[src/rtl/cpv_pkg.sv]
`default_nettype none
// ----------------------------------------------------------------------------
// cpv_pkg
// Shared types, constants and helper functions of the cascaded position and
// velocity controller: sequencer states, multiplier tags and saturation.
// ----------------------------------------------------------------------------
package cpv_pkg;

   localparam int CORDIC_W     = 35;
   localparam int CORDIC_ITERS = 17;
   localparam int ACC_W        = 56;
   localparam int MUL_A_W      = 48;
   localparam int MUL_B_W      = 17;
   localparam int PROD_W       = MUL_A_W + MUL_B_W;

   localparam logic signed [15:0] HEAD_MAX    = 16'sd25736;
   localparam logic signed [19:0] ANG_HALF_PI = 20'sd102944;
   localparam logic signed [16:0] INT_FACTOR  = 17'sd983;
   localparam logic signed [16:0] CORDIC_GAIN = 17'sd39797;

   localparam logic signed [63:0] S32_MAX = 64'sd2147483647;
   localparam logic signed [63:0] S32_MIN = -64'sd2147483648;
   localparam logic signed [63:0] S48_MAX = 64'sd140737488355327;
   localparam logic signed [63:0] S48_MIN = -64'sd140737488355328;

   localparam logic [2:0] REG_POS_GAIN_P_X = 3'd0;
   localparam logic [2:0] REG_POS_GAIN_P_Y = 3'd1;
   localparam logic [2:0] REG_POS_GAIN_I   = 3'd2;
   localparam logic [2:0] REG_VEL_GAINS_X  = 3'd3;
   localparam logic [2:0] REG_VEL_GAINS_Y  = 3'd4;
   localparam logic [2:0] REG_VEL_LIMIT    = 3'd5;
   localparam logic [2:0] REG_ATT_LIMIT    = 3'd6;

   typedef enum logic [4:0] {
      ST_IDLE, ST_WVEL, ST_ROT_RUN, ST_ROT_GY, ST_ROT_FIN, ST_MEAS, ST_LATCH,
      ST_PINT, ST_OUT_Q, ST_OUT_P, ST_OUT_I, ST_OUT_W, ST_OUT_SAVE, ST_SP_SAVE,
      ST_IN_Q, ST_IN_P, ST_IN_I, ST_IN_D, ST_IN_W, ST_IN_SAVE, ST_FINAL, ST_DONE
   } state_type;

   // What to do with the product once it is registered.
   typedef enum logic [2:0] {
      TAG_NONE, TAG_Q, TAG_LOAD, TAG_ADD, TAG_RX, TAG_RY
   } tag_type;

   typedef struct packed {
      logic signed [MUL_A_W-1:0] a;
      logic signed [MUL_B_W-1:0] b;
      tag_type                   tag;
   } mul_req_type;

   function automatic logic signed [31:0] sat32(input logic signed [63:0] v);
      logic signed [31:0] r;
      if (v > S32_MAX) r = 32'sh7FFFFFFF;
      else if (v < S32_MIN) r = 32'sh80000000;
      else r = v[31:0];
      return r;
   endfunction

   function automatic logic signed [47:0] sat48(input logic signed [63:0] v);
      logic signed [47:0] r;
      if (v > S48_MAX) r = 48'sh7FFFFFFFFFFF;
      else if (v < S48_MIN) r = 48'sh800000000000;
      else r = v[47:0];
      return r;
   endfunction

   // Arctangent of 2^-i with 16 fractional bits.
   function automatic logic [16:0] atan_entry(input logic [4:0] idx);
      logic [16:0] r;
      unique case (idx)
         5'd0:    r = 17'd51472;
         5'd1:    r = 17'd30386;
         5'd2:    r = 17'd16055;
         5'd3:    r = 17'd8150;
         5'd4:    r = 17'd4091;
         5'd5:    r = 17'd2047;
         5'd6:    r = 17'd1024;
         5'd7:    r = 17'd512;
         5'd8:    r = 17'd256;
         5'd9:    r = 17'd128;
         5'd10:   r = 17'd64;
         5'd11:   r = 17'd32;
         5'd12:   r = 17'd16;
         5'd13:   r = 17'd8;
         5'd14:   r = 17'd4;
         5'd15:   r = 17'd2;
         5'd16:   r = 17'd1;
         default: r = 17'd0;
      endcase
      return r;
   endfunction

   // Exact division by ten for any 16-bit value via reciprocal multiply.
   function automatic logic [15:0] div10(input logic [15:0] v);
      logic [31:0] prod;
      prod = v * 16'd52429;
      return 16'(prod[31:19]);
   endfunction

endpackage
`default_nettype wire

[src/rtl/cpv_mul.sv]
`default_nettype none
// ----------------------------------------------------------------------------
// cpv_mul
// Shared signed 48x17 multiplier with a registered product. The request tag
// travels with the product so the sequencer knows where it goes.
// ----------------------------------------------------------------------------
module cpv_mul
   import cpv_pkg::*;
(
   input  logic                     clock,
   input  logic                     reset,
   input  mul_req_type              req,
   output logic signed [PROD_W-1:0] prod_ff,
   output tag_type                  tag_ff
);

   logic signed [PROD_W-1:0] prod_in;

   always_comb begin
      prod_in = req.a * req.b;
   end

   always_ff @(posedge clock) begin
      if (reset) begin
         tag_ff <= TAG_NONE;
      end else begin
         tag_ff <= req.tag;
      end
      prod_ff <= prod_in;
   end

endmodule
`default_nettype wire

[config.mk]
export PLATFORM = sky130hd
export DESIGN_NAME = cpv_mul
export DESIGN_NICKNAME = d
export VERILOG_FILES = /design/src/rtl/cpv_pkg.sv /design/src/rtl/cpv_mul.sv
export SDC_FILE = /design/constraint.sdc
export NUM_CORES = 2
export LEC_CHECK = 0
export BUFFER_PORTS_ARGS = -buffer_cell sky130_fd_sc_hd__buf_2
export CAP_MARGIN = 15
export CORE_MARGIN = 2
export CORE_UTILIZATION = 25
export CTS_BUF_LIST = sky130_fd_sc_hd__clkbuf_2 sky130_fd_sc_hd__clkbuf_4 sky130_fd_sc_hd__clkbuf_8
export DETAILED_ROUTE_END_ITERATION = 8
export GPL_ROUTABILITY_DRIVEN = 0
export PLACE_DENSITY = 0.46
export SLEW_MARGIN = 25
export SYNTH_ARGS = -nofsm -noshare
export SYNTH_HDL_FRONTEND = slang
export SYNTH_SLANG_ARGS = --single-unit
[constraint.sdc]
create_clock -name clock -period 10.35 [get_ports clock]
set_input_delay 2.07 -clock clock [delete_from_list [all_inputs] [get_ports clock]]
set_output_delay 2.07 -clock clock [all_outputs]
set_load 0.1 [all_outputs]
==> run_results.csv <==
group,metric,value,unit
run_status,status,"completed",
clocking,clk_pin_slew,0.10,ns
setup_path,critPathTopFamily,"adder cells",
sta,rsz0062_at_grt,"false",
finish,layout_commonest_cell,"inv_1",
floorplanning,die_h,344,µm
grt,grt_overflow,0,
setup_path,max_stage_delay,0.75,ns
route,wl_per_cell,18.5,µm
grt,grt_usage,15.8,%
place,dp_hpwl,71.1,mm
clocking,h-tree-depth,3,
floorplanning,rows,124,
floorplanning,ios,138,
clocking,numCtsBuffers,9,
setup_path,cp-end-kind,"flip-flop",
sta,fin_tns_setup,0,ns
setup_path,critical_path_class,"input port to flip-flop",
sta,whs,1.72,ns
clocking,cts_hold_buffers,0,
clocking,cts_root_buffer,"clkbuf_8",
grt,grt_pass1_wl,139,mm
finish,fin_area,31300,µm²
finish,drive_gt1_share,6.12,%
route,num_vias,20585,
clocking,clock-sinks,68,
grt,grt_max_degree,49,
route,dr.pass1.iters,6,
setup_path,required,10.77,ns
setup_path,path_cells,"buf_2 > nand2_1 > fa_1 > fa_1 > fa_1 > inv_1 > fa_1 > fa_1 > inv_1 > fa_1 > inv_1 > ha_1 > nand3_1 > a211oi_2 > o31ai_1 > a211o_1 > a211o_1 > a211oi_2 > a31oi_1 > xnor2_1",
yosys,synth_nets,4217,
yosys,synth_cells,3239,
finish,nFillCells,12447,
sta,worst_slew_pin_slew,1.03,ns
route,drt-initial-drc-count,863,
yosys,yosys_warnings,0,
sta,max_slew_margin,31.6,%
setup_path,slowest_stage,"buf_2",
finish,utilization,27.4,%
clocking,cts_tree,"built",
route,vias_per_cell,4.30,
route,wl,88.6,mm
route,ant_nets,0,
yosys,ys_seq_area_share,4.72,%
setup_path,startpoint_type,"input port",
min_path,min_path_type,"input port to flip-flop",
clocking,cts_setup_buffers,0,
place,io_buffers,137,
sta,period_share,87.1,%
setup_path,critPathArrivalTime,9.43,ns
yosys,ys_ff_latch,68,
yosys,ys_types,63,
setup_path,worst-path-max-fanout,33,
setup_path,crit_buf_inv,4,
clocking,cts_max_path_buffers,2,
grt,antenna_found_initial,5,
sta,clock.fmax,0.111,GHz
clocking,ctsResizeCount,0,
finish,final_cell_mix,"inv_1 (848), fa_1 (761), nand2_1 (518), and2_1 (301), ha_1 (147)",
sta,hold_viol,0,
sta,finalCriticalPeriod,9.01,ns
floorplanning,fp.dieW,344,µm
floorplanning,design.core.area,114000,µm²
route,drc_errors,0,
grt,grt_pass1_vias,22692,
yosys,async_flop_share,0,%
job,maxCapViolCount,0,
yosys,synth_ff_type,"dfxtp_1",
sta,drv_slew,0,
setup_path,critPathMostFrequentCell,"fa_1",
yosys,synth_area,28800,µm²
sta,setup_viol,0,
floorplanning,start_util,25.2,%
finish,nNetsFinal,4242,
yosys,synth-edff-count,0,
place,place_area,31100,µm²
yosys,avgSynthCellArea,8.90,µm²
finish,syn_to_final_growth,8.58,%
floorplanning,dieArea,118000,µm²
-- synthesized netlist by cell type, drive strengths merged (2+ instances only) --
master | n | area [µm²]
a211o | 5 | 43.8
a211oi | 6 | 60.1
a21boi | 2 | 15.0
a21o | 21 | 159
a21oi | 77 | 397
a221o | 2 | 20.0
a221oi | 2 | 17.5
a31oi | 4 | 25.0
and2 | 301 | 1880
and3 | 8 | 50.1
buf | 7 | 37.5
clkbuf | 149 | 559
dfxtp | 68 | 1360
fa | 761 | 15200
ha | 147 | 1840
inv | 848 | 3180
nand2 | 518 | 1940
nand2b | 13 | 81.3
nand3 | 13 | 65.1
nand3b | 2 | 15.0
nand4 | 16 | 100
nor2 | 75 | 282
nor2b | 16 | 100
nor3 | 12 | 60.1
nor4 | 3 | 25.0
o211a | 4 | 40.0
o211ai | 5 | 42.5
o21a | 3 | 22.5
o21ai | 40 | 204
o21ba | 3 | 30.0
o21bai | 18 | 135
o22ai | 2 | 12.5
o311ai | 3 | 26.3
o31ai | 3 | 22.5
or2 | 2 | 12.5
xnor2 | 43 | 377
xor2 | 22 | 193
-- flip-flops by register name (all words and copies together) (netlist names) --
signal,cells
prod_ff,65
tag_ff,3
-- cells by family after synthesis --
| group | after synthesis | share of synthesized area, % |
|---|---|---|
| buf+inv | 1005 | 13.1 |
| simple gates | 982 | 16.1 |
| fa+ha+maj | 908 | 59.2 |
| compound gates | 211 | 4.84 |
| flops | 68 | 4.72 |
| xor+xnor | 65 | 1.98 |
-- worst paths after layout --
| path | from | to | slack (ns) | depth (start not counted) |
|---|---|---|---|---|
| worst min-delay path | reset | tag_ff[0] | 1.72 | 2 |
| worst max-delay path | req[5] | prod_ff[61] | 1.34 | 20 |
-- stage by stage --
step	cells	setup slack (ns)
after floorplan	3239	2.21
after global placement	4765	0.874
after detailed placement	4765	0.843
after CTS	4781	1.48
after global routing	4782	1.19
final	4782	1.34
-- cell type report --
class	count	area, µm²	area share [%]
Clock inverter	7	76.3	0.244
Antenna cell	1	2.50	0.00800
Tap cell	1512	1890	6.04
Multi-Input combinational cell	2166	23700	75.7
Timing Repair Buffer	170	976	3.12
Clock buffer	9	124	0.396
Inverter	849	3190	10.2
Sequential cell	68	1360	4.35
-- routing by layer --
layer / part of all wire, % / global-route usage (%) / routed length, µm
met3: 4.8 / 2.55 / 4290
met2: 50 / 27.1 / 44000
met4: 2.2 / 4.63 / 1990
met5: 0.065 / 0 / 58
met1: 43 / 20.5 / 38200
Power is not shown: default switching activity piles up to over one toggle a cycle in this logic, so the estimate is an artifact.
